`config.mk`:
```
export PLATFORM = sky130hd
export DESIGN_NAME = s2c_gain
export DESIGN_NICKNAME = d
export VERILOG_FILES = /design/src/rtl/s2c_pkg.sv /design/src/rtl/s2c_gain.sv
export SDC_FILE = /design/constraint.sdc
export NUM_CORES = 2
export LEC_CHECK = 0
export BUFFER_PORTS_ARGS = -buffer_cell sky130_fd_sc_hd__buf_2
export CORE_MARGIN = 2
export CORE_UTILIZATION = 35
export CTS_BUF_LIST = sky130_fd_sc_hd__clkbuf_4
export DETAILED_ROUTE_END_ITERATION = 10
export PLACE_DENSITY = 0.48
export SLEW_MARGIN = 30
export SYNTH_ARGS = -nofsm -noshare
export SYNTH_HDL_FRONTEND = slang
export SYNTH_SLANG_ARGS = --single-unit
export TNS_END_PERCENT = 10
```
`constraint.sdc`:
```
create_clock -name clk -period 12.65 [get_ports clk]
set_clock_uncertainty 0.05 [all_clocks]
set_input_delay 2.53 -clock clk [delete_from_list [all_inputs] [get_ports clk]]
set_output_delay 2.53 -clock clk [all_outputs]
set_load 0.01 [all_outputs]
```
`src/rtl/s2c_pkg.sv`:
```
package s2c_pkg;

  localparam int VEC_W = 44;
  localparam int ANG_W = 35;
  localparam int POS_W = 33;
  localparam int QUAT_W = 32;
  localparam int IN_ANG_W = 31;
  localparam int DIST_W = 32;
  localparam int GAIN_W = 30;

  localparam logic [GAIN_W-1:0] GAIN_K = 30'd652032874;
  localparam logic signed [ANG_W-1:0] ANG_PI = 35'sd3373259426;
  localparam logic signed [ANG_W-1:0] ANG_HALF_PI = 35'sd1686629713;

  typedef struct packed {
    logic signed [QUAT_W-1:0] w;
    logic signed [QUAT_W-1:0] x;
    logic signed [QUAT_W-1:0] y;
    logic signed [QUAT_W-1:0] z;
  } quat_t;

  function automatic logic [31:0] atan_q30(input int idx);
    logic [31:0] val;
    case (idx)
      0: val = 32'h3243F6A8;
      1: val = 32'h1DAC6705;
      2: val = 32'h0FADBAFC;
      3: val = 32'h07F56EA6;
      4: val = 32'h03FEAB76;
      5: val = 32'h01FFD55B;
      6: val = 32'h00FFFAAA;
      7: val = 32'h007FFF55;
      8: val = 32'h003FFFEA;
      9: val = 32'h001FFFFD;
      10: val = 32'h000FFFFF;
      11: val = 32'h0007FFFF;
      12: val = 32'h0003FFFF;
      13: val = 32'h0001FFFF;
      14: val = 32'h0000FFFF;
      15: val = 32'h00007FFF;
      16: val = 32'h00003FFF;
      17: val = 32'h00001FFF;
      18: val = 32'h00000FFF;
      19: val = 32'h000007FF;
      20: val = 32'h000003FF;
      21: val = 32'h000001FF;
      22: val = 32'h000000FF;
      23: val = 32'h0000007F;
      24: val = 32'h0000003F;
      25: val = 32'h0000001F;
      26: val = 32'h0000000F;
      27: val = 32'h00000008;
      28: val = 32'h00000004;
      29: val = 32'h00000002;
      30: val = 32'h00000001;
      default: val = 32'h00000000;
    endcase
    return val;
  endfunction

endpackage

```
`src/rtl/s2c_gain.sv`:
```
module s2c_gain #(
  parameter int SIDE_W = 1
) (
  input  logic                               clk,
  input  logic                               rst,
  input  logic                               en,
  input  logic                               in_valid,
  input  logic signed [s2c_pkg::VEC_W-1:0]   a,
  input  logic [SIDE_W-1:0]                  side_in,
  output logic                               out_valid,
  output logic signed [s2c_pkg::VEC_W-1:0]   result,
  output logic [SIDE_W-1:0]                  side_out
);

  localparam int VW = s2c_pkg::VEC_W;
  localparam int KW = s2c_pkg::GAIN_W;
  localparam int HW = VW - 16;
  localparam int HIP_W = HW + KW;
  localparam int LOP_W = 16 + KW;

  logic [1:0] vld;
  logic [VW-1:0] mag;
  logic [HIP_W-1:0] hi_prod;
  logic [LOP_W-1:0] lo_prod;
  logic neg;
  logic [SIDE_W-1:0] side1;
  logic [HIP_W:0] sum;
  logic [VW-1:0] scaled;

  assign mag = a[VW-1] ? VW'(-a) : VW'(a);

  always_ff @(posedge clk) begin
    if (rst) begin
      vld <= '0;
    end else if (en) begin
      vld <= {vld[0], in_valid};
    end
  end

  // split magnitude times gain into two partial products
  always_ff @(posedge clk) begin
    if (en) begin
      hi_prod <= HIP_W'(mag[VW-1:16]) * HIP_W'(s2c_pkg::GAIN_K);
      lo_prod <= LOP_W'(mag[15:0]) * LOP_W'(s2c_pkg::GAIN_K);
      neg <= a[VW-1];
      side1 <= side_in;
    end
  end

  assign sum = (HIP_W+1)'(hi_prod) + (HIP_W+1)'(lo_prod[LOP_W-1:16]);
  assign scaled = sum[VW+13:14];

  always_ff @(posedge clk) begin
    if (en) begin
      result <= neg ? -$signed(scaled) : $signed(scaled);
      side_out <= side1;
    end
  end

  assign out_valid = vld[1];

  a_gain_sign: assert property (@(posedge clk) disable iff (rst)
    en && vld[0] && !neg |=> !result[VW-1])
    else $error("gain result negative for positive input");

endmodule

```
==> results.json <==
{
  "outcome": "finished clean",
  "syn_avg_cell_area_sq_um": 10.09,
  "wl_mm": 85.13,
  "ctsHoldBuffers": 0,
  "cts_resized": 0,
  "min_to": "side_out",
  "pin_count": 95,
  "hp-class": "flop to flop",
  "via_per_inst": 4.801,
  "hold_start": "side1",
  "yosysWarningCount": 0,
  "postCtsSetupBuffers": 0,
  "critPathRequiredTime_ns": 13.00,
  "worstMarginPinSlew_ns": 0.9530,
  "clk_pin_slew_ns": 0.16,
  "yosysUniqueCellTypes": 90,
  "place_ws_ns": -0.01199,
  "yosysTopAreaCell": "fa_1",
  "synthCells": 3031,
  "track_usage_pct": 19.21,
  "final_nets": 4182,
  "max_cap_violations": 0,
  "drtIter0Drc": 929,
  "grt_pass1_wl_mm": 130.7,
  "r2r-end": "result[33]",
  "critPathArrivalTime_ns": 12.27,
  "die_w_um": 299.6,
  "clock_sinks": 135,
  "syn_area_sq_um": 30590,
  "clkLatencyLatePin_ns": 0.63,
  "path_class": "input port to flop",
  "core_sq_um": 86750,
  "io_buffers": 94,
  "yosys.cell_count.top_type": "inv_1",
  "synth_top_family_by_area": "adder cells",
  "synthTopCellsByArea": "fa_1 (35%), ha_1 (19%), edfxtp_1 (13%), inv_1 (9.8%), xnor2_1 (3.7%)",
  "syn_to_final_growth_pct": 7.805,
  "reg2regPathDepth": 12,
  "cp_num_buf_inv": 7,
  "synth.yosys.seq_area_share_pct": 13.19,
  "rows": 108,
  "synth-xor-area-share_pct": 5.428,
  "cp_slowest_cell": "or4_4",
  "grt_antenna_before_repair": 2,
  "yosys-top-cells-count": "inv_1 (797), fa_1 (534), ha_1 (458)",
  "crit_path_start_kind": "input port",
  "drc": 0,
  "synth_adder_area_share_pct": 53.69,
  "slew_headroom_pct": 36.16,
  "period_needed_ns": 11.92,
  "place.gp.congestion": 0.9265,
  "rsz0062_at_grt": "false",
  "ctsRootBufferMaster": "clkbuf_4",
  "wl_per_cell_um": 19.75,
  "r2r_slack_ns": 7.70,
  "hold_viol_final": 0,
  "vias": 20690,
  "max_stage_delay_ns": 0.56,
  "max_freq_ghz": 0.08389,
  "chipHeight_um": 299.6,
  "dr.pass1.iters": 5,
  "crit_fanout": 6,
  "grt_max_degree": 80,
  "setup_viol": 0,
  "ys.flop_type": "edfxtp_1",
  "finish.utilization_pct": 38.01,
  "dieArea_sq_um": 89770,
  "synth_async_sr_flop_share_pct": 0,
  "overflow": 0,
  "drv_slew": 0,
  "yosysTopAreaCellShare_pct": 34.95,
  "syn_nets": 4072,
  "yosys_register_bits": 135,
  "cp-startpoint": "a[9]",
  "worst_slack_ns": 0.7297,
  "numCtsBuffers": 17,
  "synthSimpleGateAreaFrac_pct": 7.723,
  "dpl.hpwl_mm": 76.53,
  "drive_above_1_share_pct": 6.944,
  "cts_tree": "built",
  "whs_path_depth": 0,
  "critPathTopFamily": "adder cells",
  "start_util_pct": 35.26,
  "synth-compound-area-share_pct": 9.400,
  "ant_nets": 0,
  "clockBufferDepth": 2,
  "timing.rr.start": "hi_prod[16]",
  "period_share_pct": 94.23,
  "grt_pass1_vias": 21710,
  "synth.mux.area_fraction_pct": 0.2332,
  "worstSetupEndpointType": "flop",
  "htreeDepth": 4,
  "synth_edf_count": 133
}
flip-flops by register name, indices dropped and copies added, names as in the netlist:
name      cells
hi_prod      57
lo_prod      29
neg           1
result       44
side1         1
side_out      1
vld           2
how the worst max path moves through the flow:
stage / slack, ns / depth (start not counted) / to
CTS: 0.72 / 31 / hi_prod[56]
global placement: 0.18 / 31 / hi_prod[56]
finish: 0.73 / 31 / hi_prod[56]
detailed placement: -0.01 / 31 / hi_prod[56]
floorplan: 1.17 / 33 / hi_prod[56]
global route: 0.22 / 31 / hi_prod[56]
cell type report:
cell class / count / area (sq um)
fillers: 8844 / 53780
multi-input cells: 2055 / 23410
flip-flops and latches: 135 / 4034
inverters: 799 / 2999
well taps: 1155 / 1445
repair buffers: 133 / 769.5
clock inverters: 15 / 185.2
clock buffers: 17 / 127.6
diodes: 1 / 2.502
cells by family (layout without fill, tap and decap cells):
logic type	after synthesis	after routing
AND/OR/NAND/NOR	441	441
XOR/XNOR	187	187
buffers and inverters	841	964
flip-flops	135	135
AO/OA/AOI/OAI	428	428
other	0	1
adder cells (fa/ha/maj)	992	992
multiplexers	7	7
routing by layer:
layer | global-route usage, % | routed length, um
met1 | 27.95 | 41660
met2 | 32.14 | 40450
met3 | 1.674 | 2467
met4 | 2.000 | 549
met5 | 0 | 0
cell usage in the layout, fill, tap and decap left out, types with 8 or more instances in the layout:
master,synthesis,layout
xnor2_1,128,126
nand4_1,28,28
nor2b_1,11,11
a21o_1,56,56
clkbuf_4,0,17
a211oi_1,28,28
fa_1,534,534
a31oi_1,14,14
buf_4,0,39
o21ai_0,76,76
inv_1,797,797
and2_1,20,20
and3_1,29,29
nand2_1,107,107
o21ai_1,9,9
a21oi_1,106,106
o21a_1,20,20
edfxtp_1,133,133
o21bai_1,12,12
nor2_1,84,84
xor2_1,56,56
nor3_1,30,30
nand3_1,37,37
nor4_1,14,13
o211ai_1,8,8
o31ai_1,13,13
nand2b_1,12,12
ha_1,458,458
or2_2,16,16
buf_2,4,93
o41ai_1,9,9
per-stage QoR:
stage          cells   TNS, ns  hold slack (ns)  area, sq um
3_5_place_dp    4277  -0.01517           0.3730        32660
4_1_cts         4309         0           0.3976        32970
3_3_place_gp    4277         0           0.3531        32650
6_report        4310         0           0.3927        32970
2_1_floorplan   3031         0           0.3503        30590
5_1_grt         4310         0           0.4116        32970
Power is left out: the tool's default activity adds up to more than one toggle a clock period on the data nets, which glitch-free logic cannot reach.
